`src/rtl/bpa_ram.sv`:
```
// bpa_ram: generic single write, single read ram with registered read data
// no dependencies
`default_nettype none

module bpa_ram #(
  parameter int unsigned Width = 8,
  parameter int unsigned Depth = 16
) (
  input  wire logic                     clk_i,
  input  wire logic                     we_i,
  input  wire logic [$clog2(Depth)-1:0] waddr_i,
  input  wire logic [Width-1:0]         wdata_i,
  input  wire logic                     re_i,
  input  wire logic [$clog2(Depth)-1:0] raddr_i,
  output      logic [Width-1:0]         rdata_o
);

  logic [Width-1:0] mem_q [Depth];

  always_ff @(posedge clk_i) begin
    if (we_i) begin
      mem_q[waddr_i] <= wdata_i;
    end
    if (re_i) begin
      rdata_o <= mem_q[raddr_i];
    end
  end

endmodule

`default_nettype wire

```
`config.mk`:
```
export PLATFORM = sky130hd
export DESIGN_NAME = bpa_ram
export DESIGN_NICKNAME = d
export VERILOG_FILES = /design/src/rtl/bpa_ram.sv
export SDC_FILE = /design/constraint.sdc
export NUM_CORES = 1
export LEC_CHECK = 0
export BUFFER_PORTS_ARGS = -buffer_cell sky130_fd_sc_hd__buf_2
export CAP_MARGIN = 30
export CORE_MARGIN = 4
export CORE_UTILIZATION = 45
export CTS_BUF_LIST = sky130_fd_sc_hd__clkbuf_16
export DETAILED_ROUTE_END_ITERATION = 6
export PLACE_DENSITY = 0.74
export RECOVER_POWER = 25
export SETUP_SLACK_MARGIN = 0.5
export SLEW_MARGIN = 20
export SYNTH_ARGS = -nofsm -noshare
export SYNTH_HDL_FRONTEND = slang
export SYNTH_SLANG_ARGS = --single-unit
```
`constraint.sdc`:
```
create_clock -name clk_i -period 2.78 [get_ports clk_i]
set_clock_uncertainty 0.05 [all_clocks]
set_input_delay 0.556 -clock clk_i [delete_from_list [all_inputs] [get_ports clk_i]]
set_output_delay 0.556 -clock clk_i [all_outputs]
set_load 0.02 [all_outputs]
```
==> results.toml <==
[outcome]
status = "finished, final reports clean"

[placement]
gp_congestion = 0.723
placed_area_mm2 = 0.00563
hpwlAfterDp_mm = 6.47
pre_cts_slack_ns = 0.452
port_buffers = 26

[sta]
slew-limit-headroom_pct = 46.3
final-setup-viol-count = 0
max_freq_ghz = 0.529
fin_crit_ns = 1.89
tns_ns = 0
worst_pin_slew_ns = 0.803
slew_violations = 0
finalCritPeriodShare_pct = 68.0
rsz0062_at_grt = "no"
final_hold_viol_count = 0
worst_slack_ns = 0.889

[clock_network]
hold_buffers = 0
postCtsSetupRepairBufs = 0
clock_sinks = 136
cts_tree = "yes"
clk_path_buf_depth = 2
cts_resized = 0
cts_buffers = 17
clockRootBuffer = "clkbuf_16"
clk_pin_slew_ns = 0.06
htreeDepth = 4
clk_latency_ns = 0.41

[final_layout]
mostFrequentLayoutCell = "edfxtp_1"
diodes = 0
mostFrequentLayoutCells = "edfxtp_1 (136), buf_2 (20), mux4_2 (18), clkbuf_16 (17)"
drive_gt1_share_pct = 30.1
nFillCells = 901
syn_to_final_growth_pct = 18.6
final_nets = 302
fin_area_mm2 = 0.00620

[global_route]
grt_max_degree = 33
antenna_found_initial = 0
grt_pass1_vias = 2549
grt_usage_pct = 16.5
grt_overflow = 0
grt_pass1_wl_mm = 15.5

[synthesis]
syn_nets = 248
synth_fa_ha_area_share_pct = 0
yosysWarnings = 0
synthXorXnorAreaFrac_pct = 0
synth.mux.area_fraction_pct = 14.8
synthSimpleGateAreaFrac_pct = 3.14
avgSynthCellArea_um2 = 22.8
synth_cells = 229
ys_ff_latch = 136
synth_compound_area_share_pct = 2.30
syn_area_mm2 = 0.00523
yosys.cell_types.count = 18
synth_seq_area_share_pct = 78.1
synth_top_family_by_area = "multiplexers"

[route]
postRouteAntennaNets = 0
drc = 0
vias_per_cell = 5.60
vias = 2458
drt_iter0_drc = 257
first_pass_iters = 4
wl_per_cell_um = 22.8
totalWireLength_mm = 10.0

[hold_path]
hold_class = "in -> reg"

[worst_setup_path]
cp-end-kind = "flip-flop"
crit_type = "in -> reg"
cp_top_family = "multiplexers"
worstPathMaxFanout = 12
critPathLaunchType = "input pin"
cpPeakStageDelay_ns = 0.57
crit_slowest_cell = "mux4_1"
worst-path-buf-inv = 2
path_cells = "buf_2 -> buf_12 -> mux4_1 -> a22oi_1 -> nand2_1"
arrival_ns = 2.00
cp.required_ns = 2.88
r2r_slack_ns = 1.20

[power]
irDropWorstVdd_mv = 0.392
powerDensity_mw_per_mm2 = 759
leakage_nw = 2.08

[floorplan]
start_util_pct = 45.8
die_y_um = 116
die_x_um = 116
rows = 39
io_pins = 27
core_mm2 = 0.0114
die_area_mm2 = 0.0134

[run]
drv_cap = 0
final timing paths:
kind / endpoint / start / depth (start not counted)
max reg2reg: rdata_o[1] / mem_q[1][1] / 3
min reg2reg: rdata_o[1] / mem_q[12][1] / 3
min: rdata_o[1] / re_i / 1
max: rdata_o[1] / raddr_i[0] / 5
state kept, by name, indices dropped and copies added, names as in the netlist:
name / flops
rdata_o: 8
mem_q: 128
per-layer routing:
metal	part of all wire (%)	vias up	wire length (um)	global-route usage, %
li1	-	1091	-	-
met1	43	1280	4340	24.3
met2	49	83	4890	24.1
met3	6.9	4	687	4.80
met4	0.75	0	75	5.26
met5	0	-	0	0
logic make-up (layout without fill, tap and decap cells):
logic type / count (synthesis) / count (layout)
buffers and inverters: 10 / 77
DFF: 136 / 136
AOI/OAI and AO/OA: 16 / 16
muxes: 32 / 32
and+or+nand+nor: 35 / 35
through the flow:
step,utilization (%),hold WS (ns),instances,power (mW)
finish,54.3,0.475,439,4.71
global route,54.3,0.458,439,4.87
CTS,54.4,0.457,439,4.75
detailed placement,49.3,0.682,407,2.59
global placement,49.3,0.680,407,2.58
floorplan,-,0.605,229,2.49
worst reg2reg max path, delay by kind of cell, from the launching register on:
kind | cells | cell delay [ns]
AOI/OAI and AO/OA | 1 | 0.30
and+or+nand+nor | 1 | 0.08
muxes | 1 | 0.53
DFF | 1 | 0.38
report_power, final:
part / internal (mW) / switching (mW) / leakage (nW)
clock network: 1.32 / 0.844 / 0.269
registers: 2.31 / 0.0122 / 1.24
logic: 0.0914 / 0.130 / 0.570
total: 3.72 / 0.986 / 2.08
cells in the mapped netlist:
| master | instances | area [um^2] |
|---|---|---|
| a22oi_1 | 16 | 120 |
| and2_1 | 1 | 6.26 |
| and2b_1 | 1 | 7.51 |
| buf_2 | 3 | 15.0 |
| buf_4 | 1 | 7.51 |
| buf_6 | 3 | 33.8 |
| clkdlybuf4s25_2 | 3 | 30.0 |
| edfxtp_1 | 136 | 4080 |
| mux4_1 | 14 | 368 |
| mux4_2 | 18 | 405 |
| nand2_1 | 9 | 33.8 |
| nand2b_1 | 2 | 12.5 |
| nand3_1 | 1 | 5.00 |
| nand3b_1 | 2 | 15.0 |
| nor2_1 | 13 | 48.8 |
| nor2b_1 | 1 | 6.26 |
| nor3_1 | 4 | 20.0 |
| or3b_2 | 1 | 8.76 |
cell type report:
class | instances | area, um^2 | share of cell area, %
well taps | 143 | 179 | 2.88
clock inverters | 15 | 154 | 2.48
repair buffers | 45 | 303 | 4.88
clock buffers | 17 | 425 | 6.86
flip-flops and latches | 136 | 4080 | 65.8
multi-input cells | 83 | 1060 | 17.0
(Power assumes the default switching activity.)
