==> src/rtl/bpa_pkg.sv <==
// bpa_pkg: constants and shared types of the buddy page allocator
// no dependencies; imported by bpa_free_lists and buddy_page_allocator
`default_nettype none

package bpa_pkg;

  // geometry of the frame pool
  localparam int unsigned MaxOrder  = 10;
  localparam int unsigned PageShift = 12;
  localparam int unsigned NumLists  = MaxOrder + 1;
  localparam int unsigned FrameW    = 10;
  localparam int unsigned NumFrames = 1 << FrameW;
  localparam int unsigned OrdW      = 4;
  localparam int unsigned AddrW     = 33;
  localparam int unsigned DataW     = 32;
  localparam int unsigned PaddrW    = 2;

  // link entry in the frame memory: successor valid flag and successor frame
  localparam int unsigned LinkW = FrameW + 1;

  // register map
  localparam logic [PaddrW-1:0] RegMemoryBase = PaddrW'(0);

  typedef logic [FrameW-1:0] frame_t;
  typedef logic [OrdW-1:0]   ord_t;

  // update of the free list heads
  typedef struct packed {
    logic   pop;
    ord_t   pop_ord;
    logic   pop_more;
    frame_t pop_next;
    logic   push;
    ord_t   push_ord;
    frame_t push_frame;
  } list_cmd_t;

  // search result and head lookup from the free list heads
  typedef struct packed {
    logic   found;
    ord_t   found_ord;
    frame_t cur_head;
    logic   cur_nonempty;
  } list_stat_t;

endpackage

`default_nettype wire

==> src/rtl/bpa_free_lists.sv <==
// bpa_free_lists: head frame and non-empty flag of every free list,
// smallest-fit search; depends on bpa_pkg
`default_nettype none

module bpa_free_lists
  import bpa_pkg::*;
(
  input  wire logic       clk_i,
  input  wire logic       rst_ni,
  input  wire ord_t       req_ord_i,
  input  wire ord_t       cur_ord_i,
  input  wire list_cmd_t  cmd_i,
  output      list_stat_t stat_o
);

  localparam logic [NumLists-1:0] TopOnly = NumLists'(1) << MaxOrder;

  frame_t              head_q [NumLists];
  frame_t              head_d [NumLists];
  logic [NumLists-1:0] nonempty_q, nonempty_d;

  // lowest non-empty list at or above the requested order
  always_comb begin
    stat_o.found     = 1'b0;
    stat_o.found_ord = '0;
    for (int i = NumLists - 1; i >= 0; i--) begin
      if (nonempty_q[i] && (OrdW'(i) >= req_ord_i)) begin
        stat_o.found     = 1'b1;
        stat_o.found_ord = OrdW'(i);
      end
    end
    stat_o.cur_head     = head_q[cur_ord_i];
    stat_o.cur_nonempty = nonempty_q[cur_ord_i];
  end

  // pop and push always touch different lists
  always_comb begin
    head_d     = head_q;
    nonempty_d = nonempty_q;
    if (cmd_i.pop) begin
      head_d[cmd_i.pop_ord]     = cmd_i.pop_more ? cmd_i.pop_next : '0;
      nonempty_d[cmd_i.pop_ord] = cmd_i.pop_more;
    end
    if (cmd_i.push) begin
      head_d[cmd_i.push_ord]     = cmd_i.push_frame;
      nonempty_d[cmd_i.push_ord] = 1'b1;
    end
  end

  always_ff @(posedge clk_i or negedge rst_ni) begin
    if (!rst_ni) begin
      head_q     <= '{default: '0};
      nonempty_q <= TopOnly;
    end else begin
      head_q     <= head_d;
      nonempty_q <= nonempty_d;
    end
  end

endmodule

`default_nettype wire

==> config.mk <==
export PLATFORM = sky130hd
export DESIGN_NAME = bpa_free_lists
export DESIGN_NICKNAME = d
export VERILOG_FILES = /design/src/rtl/bpa_pkg.sv /design/src/rtl/bpa_free_lists.sv
export SDC_FILE = /design/constraint.sdc
export NUM_CORES = 1
export LEC_CHECK = 0
export BUFFER_PORTS_ARGS = -buffer_cell sky130_fd_sc_hd__buf_2
export CORE_MARGIN = 5
export CORE_UTILIZATION = 50
export DETAILED_ROUTE_END_ITERATION = 10
export PLACE_DENSITY = 0.7
export SLEW_MARGIN = 20
export SYNTH_ARGS = -nofsm -noshare
export SYNTH_HDL_FRONTEND = slang
export SYNTH_SLANG_ARGS = --single-unit
==> constraint.sdc <==
create_clock -name clk_i -period 3.65 [get_ports clk_i]
set_input_delay 0.1825 -clock clk_i [delete_from_list [all_inputs] [get_ports clk_i]]
set_output_delay 0.1825 -clock clk_i [all_outputs]
set_load 0.02 [all_outputs]
==> metrics.txt, run 1 <==
# TYPE chip_impl_metric gauge
chip_impl_metric{name="final_max_slew_viol_count",unit=""} 0
chip_impl_metric{name="mappedNetlistNets",unit=""} 763
chip_impl_metric{name="antenna_violations_before_repair",unit=""} 0
chip_impl_metric{name="cp.required",unit="ps"} 3470
chip_impl_info{name="type_of_origin_of_the_critical_path",value="input pin"} 1
chip_impl_info{name="route.top_layer_used",value="met4"} 1
chip_impl_metric{name="grt_first_pass_wirelength",unit="um"} 31000
chip_impl_metric{name="drt-pass1-iter-count",unit=""} 5
chip_impl_metric{name="post_drt_via_cell_ratio",unit=""} 6.05
chip_impl_metric{name="timing.critical_path.slowest_cell_delay",unit="ps"} 440
chip_impl_info{name="status",value="finished, final reports clean"} 1
chip_impl_metric{name="coreArea",unit="um^2"} 13900
chip_impl_metric{name="ys_warn_count",unit=""} 0
chip_impl_info{name="yosys-top-cells-area",value="sky130_fd_sc_hd__dfrtp_1 42%, sky130_fd_sc_hd__mux2i_1 17%, sky130_fd_sc_hd__o21ai_0 5.3%, sky130_fd_sc_hd__nand2_1 5.1%, sky130_fd_sc_hd__mux4_2 4.4%"} 1
chip_impl_metric{name="start_util",unit="%"} 51.1
chip_impl_metric{name="place.gp.congestion",unit=""} 0.886
chip_impl_metric{name="antenna_diode_count",unit=""} 0
chip_impl_metric{name="fmax",unit="GHz"} 0.430
chip_impl_metric{name="grt_max_degree",unit=""} 75
chip_impl_metric{name="holdPathStages",unit=""} 3
chip_impl_metric{name="worstPathMaxFanout",unit=""} 20
chip_impl_metric{name="met3_wirelength",unit="um"} 1120
chip_impl_metric{name="gr-usage-all-layers",unit="%"} 24.5
chip_impl_metric{name="r2r.worst_path.cells",unit=""} 2
chip_impl_metric{name="met2_wirelength",unit="um"} 9620
chip_impl_info{name="tritoncts",value="done"} 1
chip_impl_metric{name="die_w",unit="um"} 129
chip_impl_metric{name="ys_seq_elements",unit=""} 121
chip_impl_metric{name="rows",unit=""} 43
chip_impl_metric{name="antenna_violating_nets_post_route",unit=""} 0
chip_impl_metric{name="slew-limit-headroom",unit="%"} 31.6
chip_impl_info{name="critical_path_class",value="in -> out"} 1
chip_impl_info{name="timing.hold.worst_endpoint",value="head_q[72]"} 1
chip_impl_metric{name="worst_setup_hold_path_clk_slew",unit="ps"} 50
chip_impl_metric{name="drive_above_1_share",unit="%"} 14.7
chip_impl_info{name="path_cells",value="buf_2, buf_4, and2b_2, nand2_1, o21ai_0, a221o_1, buf_2"} 1
chip_impl_metric{name="cellLeakagePower",unit="uW"} 0.00358
chip_impl_metric{name="detailed_place_hpwl",unit="um"} 12900
chip_impl_info{name="slowest_stage",value="sky130_fd_sc_hd__buf_4"} 1
chip_impl_info{name="synth.most_common_cell",value="sky130_fd_sc_hd__mux2i_1"} 1
chip_impl_metric{name="power_density",unit="nW/um^2"} 541
chip_impl_metric{name="die_height",unit="um"} 129
chip_impl_metric{name="tritoncts_num_sinks",unit=""} 121
chip_impl_metric{name="final.setup.tns",unit="ps"} 0
chip_impl_info{name="endpoint_kind",value="primary output"} 1
chip_impl_metric{name="cp_num_buf_inv",unit=""} 3
chip_impl_info{name="root_buffer",value="sky130_fd_sc_hd__clkbuf_16"} 1
chip_impl_info{name="r2r-start",value="nonempty_q[3]"} 1
chip_impl_info{name="crit_path_frequent_cell",value="sky130_fd_sc_hd__buf_2"} 1
chip_impl_metric{name="first_global_vias",unit=""} 5758
chip_impl_metric{name="global_route.overflow_total",unit=""} 0
chip_impl_metric{name="cts_inserted_buffers",unit=""} 17
chip_impl_info{name="largest_delay_contributor_family_on_the_critical_path",value="buffers and inverters"} 1
chip_impl_metric{name="cts_max_path_buffers",unit=""} 2
chip_impl_metric{name="cts.htree.levels",unit=""} 4
chip_impl_metric{name="yosysSeqAreaShare",unit="%"} 42.7
chip_impl_metric{name="synth.cell_area",unit="um^2"} 7090
chip_impl_metric{name="synth.distinct_cells",unit=""} 44
chip_impl_metric{name="routed_wirelength",unit="um"} 19400
chip_impl_info{name="min_delay_worst_type",value="in -> reg"} 1
chip_impl_metric{name="yosys.area.top_type_share",unit="%"} 42.4
chip_impl_metric{name="setup_viol",unit=""} 0
chip_impl_metric{name="worst_pin_slew",unit="ps"} 1020
chip_impl_metric{name="setup.reg_to_reg.worst_slack",unit="ps"} 2660
chip_impl_info{name="synth_common_cells",value="123 x sky130_fd_sc_hd__mux2i_1, 120 x sky130_fd_sc_hd__dfrtp_1, 97 x sky130_fd_sc_hd__nand2_1"} 1
chip_impl_metric{name="syn_area_per_cell",unit="um^2"} 9.82
chip_impl_metric{name="vias",unit=""} 5613
chip_impl_metric{name="worst_ep_arrival_time",unit="ps"} 2140
chip_impl_info{name="worstHoldStart",value="cmd_i[2]"} 1
chip_impl_info{name="yosys.area.top_type",value="sky130_fd_sc_hd__dfrtp_1"} 1
chip_impl_metric{name="clock_latency_of_the_later_clocked_register_in_the_worst_skew_pair",unit="ps"} 420
chip_impl_metric{name="synth_cells",unit=""} 722
chip_impl_metric{name="relative_area_change_from_synthesis_to_final_layout",unit="%"} 10.8
chip_impl_metric{name="wire_length_on_met1",unit="um"} 8030
chip_impl_metric{name="number_of_drc_markers_in_iteration_0",unit=""} 488
chip_impl_metric{name="design.final.nets",unit=""} 779
chip_impl_metric{name="finalHoldViolCount",unit=""} 0
chip_impl_metric{name="pre_cts_slack",unit="ps"} 1320
chip_impl_metric{name="synth_enable_flop_cells",unit=""} 0
chip_impl_metric{name="fp.dieArea",unit="um^2"} 16700
chip_impl_metric{name="post_cts.resized_instances",unit=""} 0
chip_impl_metric{name="finalClockSkew",unit="ps"} 0
chip_impl_metric{name="worst_ir_drop_vdd",unit="mV"} 0.392
chip_impl_info{name="worst_r2r_endpoint",value="nonempty_q[3]"} 1
chip_impl_metric{name="detail_route.drc_violations",unit=""} 0
chip_impl_metric{name="drv_cap",unit=""} 0
chip_impl_metric{name="setup_slack",unit="ps"} 1320
chip_impl_metric{name="synth-async-reset-ratio",unit="%"} 100
chip_impl_metric{name="timing.final.crit_share",unit="%"} 63.7
chip_impl_info{name="grt_setup_unrepaired",value="false"} 1
chip_impl_metric{name="route.detailed.wl_per_inst",unit="um"} 20.9
chip_impl_metric{name="io_buffers",unit=""} 56
chip_impl_info{name="synth-main-ff-cell",value="sky130_fd_sc_hd__dfrtp_1"} 1
chip_impl_metric{name="layout_min_cycle_time",unit="ps"} 2330
chip_impl_metric{name="top_level_ports",unit=""} 57
## cell families after synthesis
| logic type | count (synthesis) | synth area share [%] |
|---|---|---|
| AND/OR/NAND/NOR | 211 | 13.5 |
| multiplexers | 145 | 24.8 |
| buffers and inverters | 79 | 5.53 |
| flip-flops | 121 | 42.7 |
| AO/OA/AOI/OAI | 166 | 13.5 |
## stage by stage
stage	hold slack, ps	util (%)	area [um^2]	std cells	total power (uW)
final	105	56.6	7850	928	4250
after detailed placement	390	52.7	7320	898	2760
after floorplan	-113	-	7090	722	2470
after global routing	120	56.6	7850	928	4460
after CTS	90.9	56.6	7850	928	4260
after global placement	380	52.7	7320	898	2700
## registers in the layout, summed over array words and instances (netlist names)
signal,flops
nonempty_q,11
head_q,110
## per-layer routing
| metal | GRT usage [%] | vias up |
|---|---|---|
| met5 | 0 | - |
| met1 | 31.1 | 2784 |
| met3 | 5.23 | 45 |
| li1 | - | 2582 |
| met2 | 40.8 | 202 |
| met4 | 10.2 | 0 |
## power breakdown
group	switching [uW]	internal (uW)	total, uW
combinational	464	426	889
sequential	198	1660	1860
clock	562	940	1500
total	1220	3030	4250
## worst reg2reg max path: cells and delay by family, from the launching register on
family           cells  cell delay, ps
flip-flops           1             430
AND/OR/NAND/NOR      1             150
AO/OA/AOI/OAI        1             290
## area by class of cell
type / count / area [um^2]
Timing Repair Buffer: 67 / 368
Inverter: 9 / 33.8
Multi-Input combinational cell: 522 / 3670
Clock buffer: 26 / 509
Fill cell: 1220 / 6030
Sequential cell: 121 / 3030
Tap cell: 180 / 225
Clock inverter: 3 / 15.0
## worst max-delay path by stage
| stage | start | slack [ps] | end | depth (start not counted) |
|---|---|---|---|---|
| after global routing | cur_ord_i[1] | 1190 | stat_o[3] | 7 |
| final | cur_ord_i[1] | 1320 | stat_o[1] | 7 |
| after floorplan | cur_ord_i[0] | 2000 | stat_o[10] | 5 |
| after detailed placement | cur_ord_i[1] | 1320 | stat_o[8] | 7 |
| after global placement | cur_ord_i[1] | 1350 | stat_o[3] | 7 |
| after CTS | cur_ord_i[1] | 1320 | stat_o[8] | 7 |
## what timing repair did
| action | CTS | global route |
|---|---|---|
| hold buffers | 1 | 0 |
| endpoints found under the hold margin | 71 | 0 |
| setup buffers | 0 | 0 |
## layout by cell type, fill, tap and decap left out, types with 2 or more instances in the layout
cell type	count
sky130_fd_sc_hd__a211o_1	3
sky130_fd_sc_hd__a21boi_0	3
sky130_fd_sc_hd__a21oi_1	47
sky130_fd_sc_hd__a221o_1	6
sky130_fd_sc_hd__and2_1	12
sky130_fd_sc_hd__and3_1	3
sky130_fd_sc_hd__buf_2	55
sky130_fd_sc_hd__buf_4	11
sky130_fd_sc_hd__clkbuf_1	4
sky130_fd_sc_hd__clkbuf_16	17
sky130_fd_sc_hd__clkbuf_8	5
sky130_fd_sc_hd__clkinv_2	3
sky130_fd_sc_hd__dfrtp_1	120
sky130_fd_sc_hd__inv_1	9
sky130_fd_sc_hd__mux2i_1	123
sky130_fd_sc_hd__mux4_1	8
sky130_fd_sc_hd__mux4_2	14
sky130_fd_sc_hd__nand2_1	97
sky130_fd_sc_hd__nand2b_1	10
sky130_fd_sc_hd__nand3_1	2
sky130_fd_sc_hd__nand3b_1	9
sky130_fd_sc_hd__nor2_1	56
sky130_fd_sc_hd__nor2b_1	12
sky130_fd_sc_hd__nor3_1	3
sky130_fd_sc_hd__o211a_1	5
sky130_fd_sc_hd__o211ai_1	3
sky130_fd_sc_hd__o21ai_0	75
sky130_fd_sc_hd__o21ai_1	11
sky130_fd_sc_hd__o32ai_1	5
No activity file was read; power rests on OpenSTA's default activity.
==> run 2, diff against run 1 <==
--- a/config.mk
+++ b/config.mk
@@ -5,11 +5,12 @@
 export SDC_FILE = /design/constraint.sdc
 export NUM_CORES = 1
 export LEC_CHECK = 0
+export ABC_AREA = 1
 export BUFFER_PORTS_ARGS = -buffer_cell sky130_fd_sc_hd__buf_2
 export CORE_MARGIN = 5
 export CORE_UTILIZATION = 50
 export DETAILED_ROUTE_END_ITERATION = 10
-export PLACE_DENSITY = 0.7
+export PLACE_DENSITY = 0.73
 export SLEW_MARGIN = 20
 export SYNTH_ARGS = -nofsm -noshare
 export SYNTH_HDL_FRONTEND = slang
==> constraint.sdc (replaced) <==
create_clock -name clk_i -period 2.1 [get_ports clk_i]
set_input_delay 0.105 -clock clk_i [delete_from_list [all_inputs] [get_ports clk_i]]
set_output_delay 0.105 -clock clk_i [all_outputs]
set_load 0.02 [all_outputs]
==> run 2 against run 1 <==
Against the previous run: final cell count up 29%; total power rose by 86%; critical path depth did not move; sequential cell count unchanged; first-iteration DRC count rose by 74%; wire length rose by 16%; worst setup slack got worse by 1100 ps; worst hold slack lost 85 ps; largest cell class unchanged.
==> metrics.txt, run 2 <==
# TYPE chip_impl_metric gauge
chip_impl_metric{name="global_route.overflow_total",unit=""} 0
chip_impl_metric{name="cts.htree.levels",unit=""} 4
chip_impl_metric{name="detailed_place_hpwl",unit="um"} 15900
chip_impl_info{name="yosys.area.top_type",value="sky130_fd_sc_hd__dfrtp_1"} 1
chip_impl_metric{name="ys_warn_count",unit=""} 0
chip_impl_metric{name="place.gp.congestion",unit=""} 0.918
chip_impl_metric{name="synth.distinct_cells",unit=""} 32
chip_impl_metric{name="mappedNetlistNets",unit=""} 1001
chip_impl_metric{name="clock_latency_of_the_later_clocked_register_in_the_worst_skew_pair",unit="ps"} 420
chip_impl_metric{name="drt-pass1-iter-count",unit=""} 7
chip_impl_metric{name="slew-limit-headroom",unit="%"} 44.3
chip_impl_metric{name="antenna_diode_count",unit=""} 0
chip_impl_metric{name="worstPathMaxFanout",unit=""} 2
chip_impl_metric{name="rows",unit=""} 43
chip_impl_metric{name="top_level_ports",unit=""} 57
chip_impl_metric{name="synth_cells",unit=""} 960
chip_impl_metric{name="p_total",unit="uW"} 7900
chip_impl_info{name="reg.largest.list",value="head_q (110), nonempty_q (11)"} 1
chip_impl_metric{name="pre_cts_slack",unit="ps"} 344
chip_impl_metric{name="drive_above_1_share",unit="%"} 12.7
chip_impl_metric{name="drv_cap",unit=""} 0
chip_impl_metric{name="syn_area_per_cell",unit="um^2"} 7.35
chip_impl_metric{name="grt_max_degree",unit=""} 45
chip_impl_metric{name="largest_register_ff_count",unit=""} 110
chip_impl_info{name="final_cell_mix",value="207 x sky130_fd_sc_hd__o21ai_0, 127 x sky130_fd_sc_hd__inv_1, 120 x sky130_fd_sc_hd__dfrtp_1"} 1
chip_impl_info{name="slowest_stage",value="sky130_fd_sc_hd__dfrtp_1"} 1
chip_impl_info{name="synth-main-ff-cell",value="sky130_fd_sc_hd__dfrtp_1"} 1
chip_impl_metric{name="layoutNonFillerInstCount",unit=""} 1196
chip_impl_metric{name="worst_pin_slew",unit="ps"} 833
chip_impl_metric{name="cts_max_path_buffers",unit=""} 2
chip_impl_metric{name="timing.critical_path.slowest_cell_delay",unit="ps"} 350
chip_impl_metric{name="route.detailed.wl_per_inst",unit="um"} 18.7
chip_impl_info{name="grt_setup_unrepaired",value="false"} 1
chip_impl_metric{name="die_height",unit="um"} 129
chip_impl_metric{name="antenna_violating_nets_post_route",unit=""} 0
chip_impl_metric{name="finalHoldViolCount",unit=""} 0
chip_impl_metric{name="setup_slack",unit="ps"} 259
chip_impl_metric{name="routed_wirelength",unit="um"} 22400
chip_impl_metric{name="timing.final.crit_share",unit="%"} 87.7
chip_impl_info{name="yosys-top-cells-area",value="sky130_fd_sc_hd__dfrtp_1 43%, sky130_fd_sc_hd__o21ai_0 15%, sky130_fd_sc_hd__a21oi_1 8.1%, sky130_fd_sc_hd__inv_1 6.8%, sky130_fd_sc_hd__nor2_1 5.7%"} 1
chip_impl_info{name="synth.most_common_cell",value="sky130_fd_sc_hd__o21ai_0"} 1
chip_impl_metric{name="synth.cell_area",unit="um^2"} 7050
chip_impl_metric{name="fmax",unit="GHz"} 0.543
chip_impl_info{name="status",value="finished, final reports clean"} 1
chip_impl_info{name="largest_register",value="head_q"} 1
chip_impl_info{name="crit_path_frequent_cell",value="sky130_fd_sc_hd__o21ai_0"} 1
chip_impl_info{name="synth_common_cells",value="207 x sky130_fd_sc_hd__o21ai_0, 127 x sky130_fd_sc_hd__inv_1, 120 x sky130_fd_sc_hd__dfrtp_1"} 1
chip_impl_metric{name="grt_first_pass_wirelength",unit="um"} 35600
chip_impl_metric{name="final.setup.tns",unit="ps"} 0
chip_impl_info{name="most_common_cell_after_layout_fill_and_taps_aside",value="sky130_fd_sc_hd__o21ai_0"} 1
chip_impl_metric{name="design.final.nets",unit=""} 1044
chip_impl_metric{name="synth_enable_flop_cells",unit=""} 0
chip_impl_metric{name="finalClockSkew",unit="ps"} 0
chip_impl_metric{name="start_util",unit="%"} 50.8
chip_impl_info{name="min_delay_worst_type",value="in -> reg"} 1
chip_impl_metric{name="number_of_drc_markers_in_iteration_0",unit=""} 850
chip_impl_metric{name="area.sequential",unit="um^2"} 3030
chip_impl_metric{name="ys_seq_elements",unit=""} 121
chip_impl_metric{name="post_drt_via_cell_ratio",unit=""} 5.84
chip_impl_metric{name="multi_input_area",unit="um^2"} 3220
chip_impl_metric{name="gr-usage-all-layers",unit="%"} 27.8
chip_impl_metric{name="layout_min_cycle_time",unit="ps"} 1840
chip_impl_info{name="worstHoldStart",value="cmd_i[2]"} 1
chip_impl_metric{name="coreArea",unit="um^2"} 13900
chip_impl_metric{name="synth-async-reset-ratio",unit="%"} 100
chip_impl_metric{name="antenna_violations_before_repair",unit=""} 0
chip_impl_metric{name="vias",unit=""} 6985
chip_impl_metric{name="fill_cells",unit=""} 1329
chip_impl_metric{name="worst_ir_drop_vdd",unit="mV"} 0.605
chip_impl_info{name="r2r-start",value="head_q[25]"} 1
chip_impl_info{name="root_buffer",value="sky130_fd_sc_hd__clkbuf_16"} 1
chip_impl_metric{name="die_w",unit="um"} 129
chip_impl_info{name="tritoncts",value="done"} 1
chip_impl_info{name="critical_path_class",value="reg -> out"} 1
chip_impl_info{name="type_of_origin_of_the_critical_path",value="register"} 1
chip_impl_metric{name="yosysSeqAreaShare",unit="%"} 42.9
chip_impl_metric{name="placed_cells",unit=""} 1163
chip_impl_metric{name="cellLeakagePower",unit="uW"} 0.00399
chip_impl_metric{name="power_density",unit="nW/um^2"} 978
chip_impl_metric{name="cp_num_buf_inv",unit=""} 2
chip_impl_metric{name="worst_setup_hold_path_clk_slew",unit="ps"} 60
chip_impl_info{name="largest_delay_contributor_family_on_the_critical_path",value="compound AO/OA/AOI/OAI gates"} 1
chip_impl_metric{name="setup_viol",unit=""} 0
chip_impl_metric{name="worst_ep_arrival_time",unit="ps"} 1740
chip_impl_info{name="endpoint_kind",value="primary output"} 1
chip_impl_metric{name="cp.required",unit="ps"} 2000
chip_impl_metric{name="final_max_slew_viol_count",unit=""} 0
chip_impl_metric{name="first_global_vias",unit=""} 6587
chip_impl_info{name="path_cells",value="inv_1, a21oi_1, o21ai_0, o21ai_0, o211ai_1, o21ai_0, buf_2"} 1
chip_impl_metric{name="yosys.area.top_type_share",unit="%"} 42.6
chip_impl_metric{name="detail_route.drc_violations",unit=""} 0
chip_impl_info{name="worst_setup_path_startpoint",value="head_q[107]"} 1
chip_impl_metric{name="hold_ws",unit="ps"} 19.9
chip_impl_metric{name="cts_inserted_buffers",unit=""} 17
chip_impl_metric{name="fp.dieArea",unit="um^2"} 16600
chip_impl_metric{name="tritoncts_num_sinks",unit=""} 121
chip_impl_metric{name="io_buffers",unit=""} 56
chip_impl_metric{name="relative_area_change_from_synthesis_to_final_layout",unit="%"} 14.4
==> run 2: layer usage <==
| layer | up-vias | global-route usage, % | wire, um |
|---|---|---|---|
| met5 | - | 0 | 0 |
| met4 | 0 | 15.7 | 1080 |
| met3 | 75 | 4.73 | 1730 |
| met2 | 346 | 43.3 | 10400 |
| met1 | 3257 | 36.9 | 9190 |
| li1 | 3307 | - | - |
==> run 2: area by class of cell <==
type / count / area share, %
clock inverter: 8 / 1.15
multi-input combinational: 647 / 39.9
clock buffer: 24 / 6.09
inverter: 133 / 6.19
tap: 180 / 2.79
sequential: 121 / 37.5
timing repair buffer: 83 / 6.36
==> run 2: path summary, 6_finish.rpt <==
path	cells after the start	slack [ps]	end
max in group asynchronous	3	1220	head_q[99]
worst max register to register	4	1180	head_q[25]
worst min register to register	2	540	head_q[49]
worst min-delay path	3	20	head_q[82]
min in group asynchronous	2	230	head_q[16]
worst max-delay path	7	260	stat_o[8]
==> run 2: worst reg2reg max path: stages, from the launching register on <==
cell and delay, ps:
sky130_fd_sc_hd__dfrtp_1 390, sky130_fd_sc_hd__a21oi_1 140, sky130_fd_sc_hd__o21ai_0 110, sky130_fd_sc_hd__o21ai_0 120, sky130_fd_sc_hd__inv_1 60
==> run 2: metrics by stage <==
stage          cell area [um^2]  utilization [%]
2_1_floorplan              7050                -
6_report                   8070             58.1
3_5_place_dp               7480             53.9
5_1_grt                    8070             58.1
4_1_cts                    8070             58.1
3_3_place_gp               7480             53.9
==> run 2: what timing repair did <==
item	CTS	global route
hold buffers	1	0
setup buffers	0	0
endpoints found under the hold margin	41	0
resized for setup	0	0
==> run 2: kinds of logic after synthesis <==
kind of cell	Yosys count	share of synthesized area [%]
compound gates	392	29.9
simple gates	248	14.8
buf+inv	192	11.4
flops	121	42.9
mux	7	0.993
==> run 2: where the power goes <==
part | internal, uW | total [uW] | leakage [uW] | switching (uW)
Sequential | 2910 | 3220 | 0.00143 | 305
Clock | 1860 | 2910 | 0.000290 | 1050
Combinational | 694 | 1760 | 0.00227 | 1070
==> run 3, diff against run 2 <==
--- a/config.mk
+++ b/config.mk
@@ -10,7 +10,7 @@
 export CORE_MARGIN = 5
 export CORE_UTILIZATION = 50
 export DETAILED_ROUTE_END_ITERATION = 10
-export PLACE_DENSITY = 0.73
+export PLACE_DENSITY = 0.69
 export SLEW_MARGIN = 20
 export SYNTH_ARGS = -nofsm -noshare
 export SYNTH_HDL_FRONTEND = slang
==> constraint.sdc (replaced) <==
create_clock -name clk_i -period 1.48 [get_ports clk_i]
set_input_delay 0.074 -clock clk_i [delete_from_list [all_inputs] [get_ports clk_i]]
set_output_delay 0.074 -clock clk_i [all_outputs]
set_load 0.02 [all_outputs]
==> run 3 against run 2 <==
Against the previous run: critical path type unchanged; the flow now finishes with violations (setup timing); worst setup slack got worse by 500 ps; non-clock buffer count grew 42; highest routed layer unchanged; critical endpoint unchanged; total power up 48%; count of clock-buffer cells in the layout unchanged; combinational power up 69%; sequential cell count unchanged.
==> metrics.txt, run 3 (synthesized netlist as in run 2, its figures left out) <==
# TYPE chip_impl_metric gauge
chip_impl_info{name="worstHoldStart",value="cmd_i[0]"} 1
chip_impl_metric{name="worst_setup_hold_path_clk_slew",unit="ps"} 60
chip_impl_metric{name="global_route.overflow_total",unit=""} 0
chip_impl_metric{name="setup.reg_to_reg.worst_slack",unit="ps"} 470
chip_impl_info{name="endpoint_kind",value="primary output"} 1
chip_impl_metric{name="drv_cap",unit=""} 0
chip_impl_metric{name="power_density",unit="nW/um^2"} 1340
chip_impl_info{name="r2r-start",value="head_q[99]"} 1
chip_impl_metric{name="post_drt_via_cell_ratio",unit=""} 5.92
chip_impl_info{name="slowest_stage",value="sky130_fd_sc_hd__dfrtp_1"} 1
chip_impl_metric{name="fill_cells",unit=""} 1241
chip_impl_metric{name="placed_area",unit="um^2"} 7790
chip_impl_metric{name="antenna_violations_before_repair",unit=""} 0
chip_impl_info{name="critical_path_class",value="reg -> out"} 1
chip_impl_metric{name="worstPathMaxFanout",unit=""} 2
chip_impl_info{name="root_buffer",value="sky130_fd_sc_hd__clkbuf_16"} 1
chip_impl_metric{name="layout_min_cycle_time",unit="ps"} 1720
chip_impl_metric{name="start_util",unit="%"} 50.8
chip_impl_metric{name="routed_wirelength",unit="um"} 24400
chip_impl_metric{name="first_global_vias",unit=""} 7094
chip_impl_metric{name="setup_slack",unit="ps"} -236
chip_impl_metric{name="fp.dieArea",unit="um^2"} 16600
chip_impl_metric{name="die_height",unit="um"} 129
chip_impl_metric{name="slew-limit-headroom",unit="%"} 63.6
chip_impl_metric{name="cts.htree.levels",unit=""} 4
chip_impl_metric{name="worst_pin_slew",unit="ps"} 545
chip_impl_info{name="largest_delay_contributor_family_on_the_critical_path",value="compound AO/OA/AOI/OAI gates"} 1
chip_impl_metric{name="timing.critical_path.slowest_cell_delay",unit="ps"} 370
chip_impl_metric{name="antenna_diode_count",unit=""} 0
chip_impl_metric{name="cts_inserted_buffers",unit=""} 17
chip_impl_metric{name="drive_above_1_share",unit="%"} 22.1
chip_impl_metric{name="detail_route.drc_violations",unit=""} 0
chip_impl_metric{name="finalHoldViolCount",unit=""} 0
chip_impl_metric{name="detailed_place_hpwl",unit="um"} 16700
chip_impl_info{name="final_cell_mix",value="165 x sky130_fd_sc_hd__o21ai_0, 120 x sky130_fd_sc_hd__dfrtp_1, 107 x sky130_fd_sc_hd__inv_1"} 1
chip_impl_info{name="timing.hold.worst_endpoint",value="head_q[60]"} 1
chip_impl_metric{name="route.detailed.wl_per_inst",unit="um"} 19.7
chip_impl_metric{name="gr-usage-all-layers",unit="%"} 30.3
chip_impl_metric{name="number_of_drc_markers_in_iteration_0",unit=""} 824
chip_impl_metric{name="tritoncts_num_sinks",unit=""} 121
chip_impl_metric{name="area.sequential",unit="um^2"} 3030
chip_impl_metric{name="design.final.nets",unit=""} 1086
chip_impl_metric{name="antenna_violating_nets_post_route",unit=""} 0
chip_impl_info{name="failing_checks",value="setup timing"} 1
chip_impl_metric{name="clock_latency_of_the_later_clocked_register_in_the_worst_skew_pair",unit="ps"} 420
chip_impl_metric{name="rows",unit=""} 43
chip_impl_metric{name="grt_first_pass_wirelength",unit="um"} 38400
chip_impl_metric{name="pre_cts_slack",unit="ps"} 17.2
chip_impl_metric{name="place.gp.congestion",unit=""} 0.963
chip_impl_metric{name="drt-pass1-iter-count",unit=""} 8
chip_impl_info{name="status",value="complete, but fails checks"} 1
chip_impl_metric{name="timing.final.crit_share",unit="%"} 116
chip_impl_info{name="min_delay_worst_type",value="in -> reg"} 1
chip_impl_metric{name="worst_ir_drop_vdd",unit="mV"} 0.633
chip_impl_metric{name="cp.required",unit="ps"} 1410
chip_impl_info{name="reg.largest.list",value="head_q (110), nonempty_q (11)"} 1
chip_impl_metric{name="largest_register_ff_count",unit=""} 110
chip_impl_metric{name="fin_util",unit="%"} 63.0
chip_impl_metric{name="worst_ep_arrival_time",unit="ps"} 1640
chip_impl_metric{name="cp_num_buf_inv",unit=""} 2
chip_impl_metric{name="setup_viol",unit=""} 16
chip_impl_info{name="path_cells",value="inv_2, a21oi_2, o21ai_1, o21ai_1, o211ai_1, o21ai_1, buf_4"} 1
chip_impl_info{name="worst_r2r_endpoint",value="head_q[99]"} 1
chip_impl_metric{name="grt_max_degree",unit=""} 43
chip_impl_metric{name="final.setup.tns",unit="ps"} -1820
chip_impl_metric{name="r2r.worst_path.cells",unit=""} 6
chip_impl_metric{name="cts_max_path_buffers",unit=""} 2
chip_impl_metric{name="final_cell_area",unit="um^2"} 8750
chip_impl_info{name="tritoncts",value="done"} 1
chip_impl_metric{name="fmax",unit="GHz"} 0.583
chip_impl_metric{name="vias",unit=""} 7334
chip_impl_info{name="most_common_cell_after_layout_fill_and_taps_aside",value="sky130_fd_sc_hd__o21ai_0"} 1
chip_impl_info{name="type_of_origin_of_the_critical_path",value="register"} 1
chip_impl_info{name="grt_setup_unrepaired",value="true"} 1
chip_impl_metric{name="die_w",unit="um"} 129
chip_impl_metric{name="top_level_ports",unit=""} 57
chip_impl_metric{name="relative_area_change_from_synthesis_to_final_layout",unit="%"} 24.1
chip_impl_metric{name="coreArea",unit="um^2"} 13900
chip_impl_metric{name="cellLeakagePower",unit="uW"} 0.00425
chip_impl_metric{name="multi_input_area",unit="um^2"} 3410
chip_impl_metric{name="io_buffers",unit=""} 56
chip_impl_info{name="crit_path_frequent_cell",value="sky130_fd_sc_hd__o21ai_1"} 1
chip_impl_metric{name="finalClockSkew",unit="ps"} 0
chip_impl_metric{name="final_max_slew_viol_count",unit=""} 0
chip_impl_metric{name="holdPathStages",unit=""} 3
chip_impl_info{name="largest_register",value="head_q"} 1
run 3: cell count changes in the layout (fill, tap and decap cells not counted), sizes merged:
cell and change:
dlygate4sd3 +3, buf +39
run 3: final cells by class:
class	instances	share of cell area (%)
clock inverters	8	1.06
repair buffers	125	11.5
multi-input cells	647	39.0
inverters	133	5.70
flip-flops and latches	121	34.6
well taps	180	2.57
clock buffers	24	5.62
run 3: routing by layer:
metal	up-vias	GRT usage, %	routed length, um
met2	392	48.1	11300
met3	86	5.89	2130
met5	-	0	0
li1	3403	-	-
met1	3453	40.2	9770
met4	0	14.1	1150
run 3: worst max-delay path by stage:
stage	start	endpoint	depth (start not counted)
CTS	nonempty_q[3]	stat_o[14]	7
floorplan	nonempty_q[3]	stat_o[14]	6
finish	head_q[107]	stat_o[8]	7
global route	nonempty_q[3]	stat_o[14]	7
detailed placement	cur_ord_i[0]	stat_o[9]	9
global placement	cur_ord_i[0]	stat_o[6]	8
run 3: worst reg2reg max path: cells and delay by family, from the launching register on:
kind / cells / cell delay (ps)
flip-flops: 1 / 330
AO/OA/AOI/OAI: 3 / 320
buffers and inverters: 3 / 290
run 3: what timing repair did:
| item | in CTS | in global routing |
|---|---|---|
| setup endpoints to repair | 16 | 16 |
| setup buffers | 10 | 3 |
| pin swaps | 42 | 21 |
| endpoints found under the hold margin | 63 | 0 |
| hold buffers | 4 | 0 |
| resized for setup | 96 | 36 |
run 3: power breakdown:
part / switching [uW] / internal [uW] / leakage [uW]
sequential: 452 / 4130 / 0.00143
clock: 1500 / 2640 / 0.000290
combinational: 1700 / 1270 / 0.00254
total: 3650 / 8050 / 0.00425
run 3: per-stage QoR:
stage	std cells	hold slack [ps]	power (uW)
4_1_cts	1235	3.80	11500
2_1_floorplan	960	-222	6260
3_3_place_gp	1191	59.9	7070
3_5_place_dp	1191	62.8	7160
6_report	1238	1.63	11700
5_1_grt	1238	12.9	12300
